File: src/rtl/core/rhc_pkg.sv
// Shared types and constants for the RGB to HSV converter.
package rhc_pkg;

    // Width of the hue result field
    localparam int HUE_BITS = 13;

    // Degrees per hue sector and per full turn
    localparam int DEG_SECTOR = 60;
    localparam int DEG_TURN   = 360;

    // Which channel holds the maximum; gray means all channels equal
    typedef enum logic [1:0] {
        SECT_GRAY  = 2'd0,
        SECT_RED   = 2'd1,
        SECT_GREEN = 2'd2,
        SECT_BLUE  = 2'd3
    } sector_t;

    // Hue control that travels alongside the hue division
    typedef struct packed {
        sector_t sector;
        logic    neg;     // numerator difference is negative
    } hue_ctl_t;

endpackage

File: src/rtl/core/rhc_front.sv
// Front stages: max/min, sector select, then numerator products for both divisions.
module rhc_front #(
    parameter int CB = 8,
    parameter int HF = 4
) (
    input  logic                              aclk,
    input  logic                              aresetn,
    input  logic                              pipe_en,
    input  logic                              in_valid,
    input  logic [CB-1:0]                     red,
    input  logic [CB-1:0]                     green,
    input  logic [CB-1:0]                     blue,
    output logic                              out_valid,
    output rhc_pkg::hue_ctl_t                 out_ctl,
    output logic [CB-1:0]                     out_max,
    output logic [CB-1:0]                     out_spread,
    output logic [CB+$clog2((rhc_pkg::DEG_SECTOR << HF) + 1)-1:0] out_hue_num,
    output logic [2*CB-1:0]                   out_sat_num
);

    localparam int SECTOR_UNITS = rhc_pkg::DEG_SECTOR << HF;
    localparam int SU_W         = $clog2(SECTOR_UNITS + 1);
    localparam int NUM_W        = CB + SU_W;

    // Stage 1 combinational
    logic [CB-1:0]       mx_c;
    logic [CB-1:0]       mn_c;
    logic [CB-1:0]       x_c;
    logic [CB-1:0]       y_c;
    rhc_pkg::sector_t    sect_c;

    // Stage 1 registers
    logic                v1_reg;
    logic                v1_next;
    rhc_pkg::hue_ctl_t   ctl1_reg;
    rhc_pkg::hue_ctl_t   ctl1_next;
    logic [CB-1:0]       mx1_reg;
    logic [CB-1:0]       mx1_next;
    logic [CB-1:0]       d1_reg;
    logic [CB-1:0]       d1_next;
    logic [CB-1:0]       a1_reg;
    logic [CB-1:0]       a1_next;

    // Stage 2 registers
    logic                v2_reg;
    logic                v2_next;
    rhc_pkg::hue_ctl_t   ctl2_reg;
    logic [CB-1:0]       mx2_reg;
    logic [CB-1:0]       d2_reg;
    logic [NUM_W-1:0]    hnum2_reg;
    logic [NUM_W-1:0]    hnum2_next;
    logic [2*CB-1:0]     snum2_reg;
    logic [2*CB-1:0]     snum2_next;

    // Largest and smallest channel, ties resolved red, green, blue
    always_comb begin
        mx_c = red;
        if (green > mx_c) mx_c = green;
        if (blue > mx_c) mx_c = blue;
        mn_c = red;
        if (green < mn_c) mn_c = green;
        if (blue < mn_c) mn_c = blue;

        sect_c = rhc_pkg::SECT_RED;
        x_c    = green;
        y_c    = blue;
        if (mx_c == mn_c) begin
            sect_c = rhc_pkg::SECT_GRAY;
        end else if (red == mx_c) begin
            sect_c = rhc_pkg::SECT_RED;
        end else if (green == mx_c) begin
            sect_c = rhc_pkg::SECT_GREEN;
            x_c    = blue;
            y_c    = red;
        end else begin
            sect_c = rhc_pkg::SECT_BLUE;
            x_c    = red;
            y_c    = green;
        end
    end

    // Stage 1 next values: spread and magnitude of the sector numerator
    always_comb begin
        v1_next          = in_valid;
        ctl1_next.sector = sect_c;
        ctl1_next.neg    = (x_c < y_c);
        a1_next          = (x_c < y_c) ? (y_c - x_c) : (x_c - y_c);
        d1_next          = mx_c - mn_c;
        mx1_next         = mx_c;
    end

    // Stage 2 next values: scale by sector units, and d * full scale
    always_comb begin
        v2_next    = v1_reg;
        hnum2_next = NUM_W'(a1_reg) * NUM_W'(SECTOR_UNITS);
        snum2_next = {d1_reg, {CB{1'b0}}} - (2*CB)'(d1_reg);
    end

    // Valid bits
    always_ff @(posedge aclk) begin
        if (!aresetn) begin
            v1_reg <= 1'b0;
            v2_reg <= 1'b0;
        end else if (pipe_en) begin
            v1_reg <= v1_next;
            v2_reg <= v2_next;
        end
    end

    // Payload
    always_ff @(posedge aclk) begin
        if (pipe_en) begin
            ctl1_reg  <= ctl1_next;
            mx1_reg   <= mx1_next;
            d1_reg    <= d1_next;
            a1_reg    <= a1_next;
            ctl2_reg  <= ctl1_reg;
            mx2_reg   <= mx1_reg;
            d2_reg    <= d1_reg;
            hnum2_reg <= hnum2_next;
            snum2_reg <= snum2_next;
        end
    end

    assign out_valid   = v2_reg;
    assign out_ctl     = ctl2_reg;
    assign out_max     = mx2_reg;
    assign out_spread  = d2_reg;
    assign out_hue_num = hnum2_reg;
    assign out_sat_num = snum2_reg;

endmodule

File: src/rtl/core/rhc_div.sv
// Pipelined restoring divider, one quotient bit per register stage.
module rhc_div #(
    parameter int NW     = 16,
    parameter int DW     = 8,
    parameter int QW     = 8,
    parameter int SIDE_W = 1
) (
    input  logic              aclk,
    input  logic              aresetn,
    input  logic              pipe_en,
    input  logic              in_valid,
    input  logic [NW-1:0]     num,
    input  logic [DW-1:0]     den,
    input  logic [SIDE_W-1:0] side,
    output logic              out_valid,
    output logic [QW-1:0]     quo,
    output logic              rem_nz,
    output logic [SIDE_W-1:0] side_out
);

    localparam int EW = QW + DW;

    // Dividend widened so the top DW bits start below the divisor
    logic [EW-1:0] ext;

    // Per-stage inputs
    logic [DW-1:0]     rem_in  [QW];
    logic [QW-1:0]     lq_in   [QW];
    logic [DW-1:0]     den_in  [QW];
    logic [SIDE_W-1:0] side_in [QW];
    logic              v_in    [QW];

    // Per-stage registers
    logic [DW-1:0]     rem_reg  [QW];
    logic [DW-1:0]     rem_next [QW];
    logic [QW-1:0]     lq_reg   [QW];
    logic [QW-1:0]     lq_next  [QW];
    logic [DW-1:0]     den_reg  [QW];
    logic [SIDE_W-1:0] side_reg [QW];
    logic              v_reg    [QW];

    assign ext = EW'(num);

    genvar k;
    generate
        for (k = 0; k < QW; k++) begin : g_stage
            logic [DW:0] trial;
            logic [DW:0] diff;
            logic        ge;

            // Stage input: ports for the first stage, previous stage otherwise
            if (k == 0) begin : g_first
                assign rem_in[k]  = ext[EW-1:QW];
                assign lq_in[k]   = ext[QW-1:0];
                assign den_in[k]  = den;
                assign side_in[k] = side;
                assign v_in[k]    = in_valid;
            end else begin : g_next
                assign rem_in[k]  = rem_reg[k-1];
                assign lq_in[k]   = lq_reg[k-1];
                assign den_in[k]  = den_reg[k-1];
                assign side_in[k] = side_reg[k-1];
                assign v_in[k]    = v_reg[k-1];
            end

            // Shift in the next dividend bit, subtract if it fits
            assign trial       = {rem_in[k], lq_in[k][QW-1]};
            assign diff        = trial - (DW+1)'(den_in[k]);
            assign ge          = (trial >= (DW+1)'(den_in[k]));
            assign rem_next[k] = ge ? diff[DW-1:0] : trial[DW-1:0];
            assign lq_next[k]  = {lq_in[k][QW-2:0], ge};

            always_ff @(posedge aclk) begin
                if (!aresetn) begin
                    v_reg[k] <= 1'b0;
                end else if (pipe_en) begin
                    v_reg[k] <= v_in[k];
                end
            end

            always_ff @(posedge aclk) begin
                if (pipe_en) begin
                    rem_reg[k]  <= rem_next[k];
                    lq_reg[k]   <= lq_next[k];
                    den_reg[k]  <= den_in[k];
                    side_reg[k] <= side_in[k];
                end
            end
        end
    endgenerate

    assign out_valid = v_reg[QW-1];
    assign quo       = lq_reg[QW-1];
    assign rem_nz    = |rem_reg[QW-1];
    assign side_out  = side_reg[QW-1];

endmodule

File: src/rtl/core/rhc_back.sv
// Final stage: sector offset and wrap for hue, saturation clamp, output register.
module rhc_back #(
    parameter int CB = 8,
    parameter int HF = 4,
    parameter int QW = 10
) (
    input  logic                          aclk,
    input  logic                          aresetn,
    input  logic                          pipe_en,
    input  logic                          in_valid,
    input  rhc_pkg::hue_ctl_t             ctl,
    input  logic [QW-1:0]                 hue_q,
    input  logic                          hue_rem_nz,
    input  logic [QW-1:0]                 sat_q,
    input  logic [CB-1:0]                 max_val,
    output logic                          out_valid,
    output logic [rhc_pkg::HUE_BITS-1:0]  hue,
    output logic [CB-1:0]                 saturation,
    output logic [CB-1:0]                 brightness
);

    localparam int SECTOR_UNITS = rhc_pkg::DEG_SECTOR << HF;
    localparam int TURN_UNITS   = rhc_pkg::DEG_TURN << HF;
    localparam int HW           = $clog2(TURN_UNITS + 1);
    localparam int HX           = (HW > rhc_pkg::HUE_BITS) ? HW : rhc_pkg::HUE_BITS;

    logic [HX-1:0]                 q_ext;
    logic [HX-1:0]                 q_ceil;
    logic [HX-1:0]                 base;
    logic [HX-1:0]                 h_full;

    logic                          v_reg;
    logic                          v_next;
    logic [rhc_pkg::HUE_BITS-1:0]  hue_reg;
    logic [rhc_pkg::HUE_BITS-1:0]  hue_next;
    logic [CB-1:0]                 sat_reg;
    logic [CB-1:0]                 sat_next;
    logic [CB-1:0]                 bri_reg;

    // Floor of a negative fraction is minus the ceiling of its magnitude
    assign q_ext  = HX'(hue_q);
    assign q_ceil = q_ext + HX'(hue_rem_nz);

    // Sector offset; a negative red-sector hue wraps by a full turn
    always_comb begin
        case (ctl.sector)
            rhc_pkg::SECT_RED:   base = ctl.neg ? HX'(TURN_UNITS) : '0;
            rhc_pkg::SECT_GREEN: base = HX'(2 * SECTOR_UNITS);
            rhc_pkg::SECT_BLUE:  base = HX'(4 * SECTOR_UNITS);
            default:             base = '0;
        endcase
    end

    always_comb begin
        if (ctl.sector == rhc_pkg::SECT_GRAY) begin
            h_full = '0;
        end else if (ctl.neg) begin
            h_full = base - q_ceil;
        end else begin
            h_full = base + q_ext;
        end
    end

    // Next values of the output register
    always_comb begin
        v_next   = in_valid;
        hue_next = h_full[rhc_pkg::HUE_BITS-1:0];
        sat_next = (max_val == '0) ? '0 : sat_q[CB-1:0];
    end

    always_ff @(posedge aclk) begin
        if (!aresetn) begin
            v_reg <= 1'b0;
        end else if (pipe_en) begin
            v_reg <= v_next;
        end
    end

    always_ff @(posedge aclk) begin
        if (pipe_en) begin
            hue_reg <= hue_next;
            sat_reg <= sat_next;
            bri_reg <= max_val;
        end
    end

    assign out_valid  = v_reg;
    assign hue        = hue_reg;
    assign saturation = sat_reg;
    assign brightness = bri_reg;

endmodule

File: src/rtl/core/rgb_to_hsv_convert.sv
// RGB to HSV converter, top level with stream ports.
//
// Converts one RGB pixel to HSV each clock cycle while the pipeline is not held.
// Hue is in 1/2^HUE_FRAC_BITS degree units (0..5759 at the defaults, floored),
// saturation is floor((max-min)*full/max) and brightness is the largest channel.
// The pipeline is 2 + Q + 1 register stages deep, where Q = max(CHANNEL_BITS,
// clog2(60*2^HUE_FRAC_BITS + 1)) is the number of stages of the bit-per-stage
// dividers. A new pixel can be taken every cycle; the whole pipeline holds while
// the output register waits on m_tready, and s_tready is high whenever the
// output register is empty or being drained.
module rgb_to_hsv_convert #(
    parameter int CHANNEL_BITS  = 8,
    parameter int HUE_FRAC_BITS = 4
) (
    input  logic aclk,
    input  logic aresetn,

    input  logic s_tvalid,
    output logic s_tready,
    // red, green, blue (CHANNEL_BITS each), from bit 0 up
    input  logic [((3*CHANNEL_BITS+7)/8)*8-1:0] s_tdata,

    output logic m_tvalid,
    input  logic m_tready,
    // hue (13), saturation (CHANNEL_BITS), brightness (CHANNEL_BITS), from bit 0 up
    output logic [((rhc_pkg::HUE_BITS+2*CHANNEL_BITS+7)/8)*8-1:0] m_tdata
);

    localparam int CB       = CHANNEL_BITS;
    localparam int SU_W     = $clog2((rhc_pkg::DEG_SECTOR << HUE_FRAC_BITS) + 1);
    localparam int QW       = (SU_W > CB) ? SU_W : CB;
    localparam int M_W      = ((rhc_pkg::HUE_BITS + 2*CB + 7) / 8) * 8;
    localparam int CTL_W    = $bits(rhc_pkg::hue_ctl_t);

    logic                         pipe_en;

    // Front outputs
    logic                         f_valid;
    rhc_pkg::hue_ctl_t            f_ctl;
    logic [CB-1:0]                f_max;
    logic [CB-1:0]                f_spread;
    logic [CB+SU_W-1:0]           f_hue_num;
    logic [2*CB-1:0]              f_sat_num;

    // Divider outputs
    logic                         hd_valid;
    logic [QW-1:0]                hd_quo;
    logic                         hd_rem_nz;
    logic [CTL_W-1:0]             hd_side;
    rhc_pkg::hue_ctl_t            hd_ctl;
    logic                         sd_valid;
    logic [QW-1:0]                sd_quo;
    logic [CB-1:0]                sd_max;

    // Result fields
    logic                         out_valid;
    logic [rhc_pkg::HUE_BITS-1:0] hue;
    logic [CB-1:0]                saturation;
    logic [CB-1:0]                brightness;

    // Pipeline advances unless a result is held in the output register
    assign pipe_en  = !out_valid || m_tready;
    assign s_tready = pipe_en;

    rhc_front #(
        .CB (CB),
        .HF (HUE_FRAC_BITS)
    ) u_front (
        .aclk        (aclk),
        .aresetn     (aresetn),
        .pipe_en     (pipe_en),
        .in_valid    (s_tvalid),
        .red         (s_tdata[CB-1:0]),
        .green       (s_tdata[2*CB-1:CB]),
        .blue        (s_tdata[3*CB-1:2*CB]),
        .out_valid   (f_valid),
        .out_ctl     (f_ctl),
        .out_max     (f_max),
        .out_spread  (f_spread),
        .out_hue_num (f_hue_num),
        .out_sat_num (f_sat_num)
    );

    // Hue fraction: scaled numerator over spread
    rhc_div #(
        .NW     (CB + SU_W),
        .DW     (CB),
        .QW     (QW),
        .SIDE_W (CTL_W)
    ) u_hue_div (
        .aclk      (aclk),
        .aresetn   (aresetn),
        .pipe_en   (pipe_en),
        .in_valid  (f_valid),
        .num       (f_hue_num),
        .den       (f_spread),
        .side      (f_ctl),
        .out_valid (hd_valid),
        .quo       (hd_quo),
        .rem_nz    (hd_rem_nz),
        .side_out  (hd_side)
    );

    // Saturation: spread times full scale over maximum
    rhc_div #(
        .NW     (2 * CB),
        .DW     (CB),
        .QW     (QW),
        .SIDE_W (CB)
    ) u_sat_div (
        .aclk      (aclk),
        .aresetn   (aresetn),
        .pipe_en   (pipe_en),
        .in_valid  (f_valid),
        .num       (f_sat_num),
        .den       (f_max),
        .side      (f_max),
        .out_valid (sd_valid),
        .quo       (sd_quo),
        .rem_nz    (),
        .side_out  (sd_max)
    );

    assign hd_ctl = rhc_pkg::hue_ctl_t'(hd_side);

    rhc_back #(
        .CB (CB),
        .HF (HUE_FRAC_BITS),
        .QW (QW)
    ) u_back (
        .aclk       (aclk),
        .aresetn    (aresetn),
        .pipe_en    (pipe_en),
        .in_valid   (hd_valid & sd_valid),
        .ctl        (hd_ctl),
        .hue_q      (hd_quo),
        .hue_rem_nz (hd_rem_nz),
        .sat_q      (sd_quo),
        .max_val    (sd_max),
        .out_valid  (out_valid),
        .hue        (hue),
        .saturation (saturation),
        .brightness (brightness)
    );

    assign m_tvalid = out_valid;
    assign m_tdata  = M_W'({brightness, saturation, hue});

endmodule
File: config.mk
export PLATFORM = sky130hd
export DESIGN_NAME = rgb_to_hsv_convert
export DESIGN_NICKNAME = d
export VERILOG_FILES = /design/src/rtl/core/rhc_pkg.sv /design/src/rtl/core/rhc_front.sv /design/src/rtl/core/rhc_div.sv /design/src/rtl/core/rhc_back.sv /design/src/rtl/core/rgb_to_hsv_convert.sv
export SDC_FILE = /design/constraint.sdc
export NUM_CORES = 1
export LEC_CHECK = 0
export BUFFER_PORTS_ARGS = -buffer_cell sky130_fd_sc_hd__buf_2
export CAP_MARGIN = 15
export CELL_PAD_IN_SITES_DETAIL_PLACEMENT = 0
export CELL_PAD_IN_SITES_GLOBAL_PLACEMENT = 1
export CORE_MARGIN = 2
export CORE_UTILIZATION = 52
export CTS_CLUSTER_DIAMETER = 50
export DETAILED_ROUTE_END_ITERATION = 16
export PLACE_DENSITY = 0.9
export SLEW_MARGIN = 10
export SYNTH_ARGS = -nofsm -noshare
export SYNTH_HDL_FRONTEND = slang
export SYNTH_SLANG_ARGS = --single-unit
File: constraint.sdc
create_clock -name aclk -period 24.8 [get_ports aclk]
set_clock_uncertainty 0.15 [all_clocks]
set_input_delay 0 -clock aclk [delete_from_list [all_inputs] [get_ports aclk]]
set_output_delay 0 -clock aclk [all_outputs]
set_load 0.02 [all_outputs]
==> results.toml <==
[clock_tree]
clk_pin_slew_ns = 0.06
cts_made_buffers = 60
htreeDepth = 2
cts_tree = "built"
clock_path_buffers = 3
clock-sinks = 584
clk_latency_ns = 0.61
cts_root_buf = "clkbuf_16"

[drt]
ant_nets = 0
drc_errors = 0
detailroute.via_count = 17922
routed_wl_mm = 50.8
vias_per_cell = 5.33
drt_iter0_drc = 1210
firstDrtPassIters = 7
wl_per_cell_um = 15.1

[timing]
grt_setup_unrepaired = "false"
fin_ws_ns = 16.67
setup_violations = 0
fin_crit_sh_pct = 32.8
finalCriticalPeriod_ns = 8.13
drv_slew = 0
final_hold_viol_count = 0
worstMarginPinSlew_ns = 1.09
setup_tns_ns = 0
max-slew-margin-rel_pct = 27.1
max_freq_mhz = 123

[critical_path]
cp.arrival_ns = 8.33
max_stage_delay_ns = 0.84
worstPathRequired_ns = 25.00
start_kind = "input port"
end_kind = "flop"
path_delay_family = "compound AO/OA/AOI/OAI gates"
path_class = "input port to flop"
crit_fanout = 32
ff2ff_setup_slack_ns = 20.98
slowest_stage = "nor2_1"
path_buf_inv = 3

[layout]
layout.nets = 2845
final_layout_size_suffix_gt1_share_pct = 6.53
seqCellArea_um2 = 17500
antenna_cells = 0
final_area_um2 = 32900
largest_reg_flops = 80
area_growth_pct = 11.0
multiInputGateArea_um2 = 10600
fillers = 4482

[floorplanning]
rows = 87
core_area_um2 = 56400
ios = 62
dieArea_um2 = 58900
die_h_um = 243
start_util_pct = 52.5
fp.dieW_um = 243

[min_path]
hold_class = "input port to flop"

[grt]
antenna_found_initial = 0
grt_max_degree = 187
grt_pass1_vias = 18370
grt_usage_pct = 17.5
gr-total-overflow = 0
grt_pass1_wl_mm = 85.4

[place]
gp_congestion = 0.863
dp_hpwl_mm = 36.3
dp_slack_ns = 16.03
place_area_um2 = 30700
io_buffers = 58

[pwr]
combPwrFrac_pct = 43.0
p_seq_share_pct = 39.3
p_sw_share_pct = 36.1
leakagePower_nw = 13.8
p_sw_w = 0.00184
power_frac_clock_pct = 17.7
intPower_w = 0.00325
powerDensity_nw_per_um2 = 155
max-vdd-ir-drop_v = 0.0000901

[outcome]
status = "completed"

[synthesis]
synth_edf_count = 579
synth-seq-area-share_pct = 59.0
synth.avg_cell_area_um2 = 12.0
ys_ff_latch = 584
postSynth.asyncResetShare_pct = 0
synth_cell_types = 60
synth_top_cells_by_area = "edfxtp_1 59%, ha_1 9.6%, inv_1 4.4%, o21ai_0 3.1%, a21oi_1 2.4%"
synth_top_cell_area_share_pct = 58.7
synthesis.area_um2 = 29600
yosys_warnings = 0
yosys.area.top_type = "edfxtp_1"
yosys_most_used_dff = "edfxtp_1"
syn_inst = 2466

[flow_run]
cap_violations = 0
[power groups by stage]
stage	Combinational (W)	Sequential, W	Clock [W]
finish	0.00219	0.00200	0.000901
detailed placement	0.00218	0.00202	0
CTS	0.00220	0.00200	0.000925
floorplan	0.00170	0.00196	0
global placement	0.00208	0.00200	0
global route	0.00251	0.00205	0.000963
[worst paths after layout]
kind                                                  startpoint                                 to  cells past startpoint
worst max-delay path                                  s_tdata[7]        u_front.a1_reg[5]$_DFFE_PN_                     31
worst min-delay path                                 s_tdata[16]        u_front.a1_reg[0]$_DFFE_PN_                      4
worst max register to register       u_front.a1_reg[2]$_DFFE_PN_  u_front.out_hue_num[17]$_DFFE_PN_                     15
worst min register to register  u_hue_div.lq_reg[4][0]$_DFFE_PN_   u_hue_div.lq_reg[5][1]$_DFFE_PN_                      0
[kinds of logic after synthesis]
logic type                 share of synthesized area [%]
DFF                                                 59.0
and+or+nand+nor                                     8.66
AOI/OAI and AO/OA                                   10.7
buffers and inverters                               5.16
adders and majority gates                           12.0
xor gates and xnor gates                            3.73
muxes                                              0.668
other                                             0.0127
[Yosys cell counts (5+ instances only)]
library cell / number
edfxtp_1: 579
inv_1: 347
ha_1: 228
o21ai_0: 184
nand2_1: 180
nor2_1: 166
a21oi_1: 140
xnor2_1: 64
xor2_1: 62
clkbuf_1: 50
and3_1: 43
nand4_1: 43
a21o_1: 37
nor2b_1: 37
o31ai_1: 37
fa_1: 35
a21boi_0: 34
o21bai_1: 19
a311oi_1: 18
nand3_1: 17
nand2b_1: 16
nor3_1: 16
mux2i_1: 13
and2_1: 11
nor4_1: 10
o21a_1: 10
a211oi_1: 7
mux2_2: 6
dfxtp_1: 5
[tightest hold or removal path, delay by kind of cell]
kind | cells | cell delay (ns)
compound gates | 1 | 0.22
fa+ha+maj | 1 | 0.16
buf+inv | 2 | 0.24
[stage by stage]
stage / util (%) / std cells / hold WS, ns / power, W
2_1_floorplan: - / 2468 / -0.00263 / 0.00366
3_3_place_gp: 54.4 / 3231 / 0.115 / 0.00408
3_5_place_dp: 54.4 / 3231 / 0.130 / 0.00420
4_1_cts: 58.3 / 3360 / 0.000424 / 0.00513
5_1_grt: 58.3 / 3360 / 0.0695 / 0.00553
6_report: 58.3 / 3360 / 0.0316 / 0.00509
[cell type report]
type	instances	area share (%)
clock buffers	67	4.65
flip-flops and latches	584	53.2
multi-input cells	1481	32.3
clock inverters	45	1.45
repair buffers	80	1.55
inverters	347	3.99
well taps	756	2.88
[layer usage]
layer	global-route usage, %	routed length (um)	vias up
met1	18.7	19600	8560
met2	34.3	27800	294
met3	2.71	1640	116
met5	0	0	-
met4	6.86	1780	0
li1	-	-	8952
[repair_timing]
item                                    CTS  global route
gates resized for setup                   0             0
setup buffers                             0             0
endpoints found under the hold margin    32             0
endpoints found under the setup margin    0             0
hold buffers                             17             0
[cell usage in the layout, fill, tap and decap left out, types with 11 or more instances in the layout]
master         instances
a21oi_1              140
o21bai_1              19
edfxtp_1             579
nor2b_1               37
a311oi_1              18
mux2i_1               13
nand4_1               43
nor3_1                16
o21ai_0              184
o31ai_1               37
dlygate4sd3_1         17
clkbuf_16             60
xor2_1                62
clkinv_1              13
clkinv_2              13
inv_1                346
and3_1                43
a21boi_0              34
ha_1                 228
nand2_1              180
xnor2_1               64
and2_1                11
a21o_1                37
buf_2                 58
nand3_1               17
nor2_1               166
fa_1                  35
nand2b_1              16
Note: power is estimated with default switching activity, not from simulation.
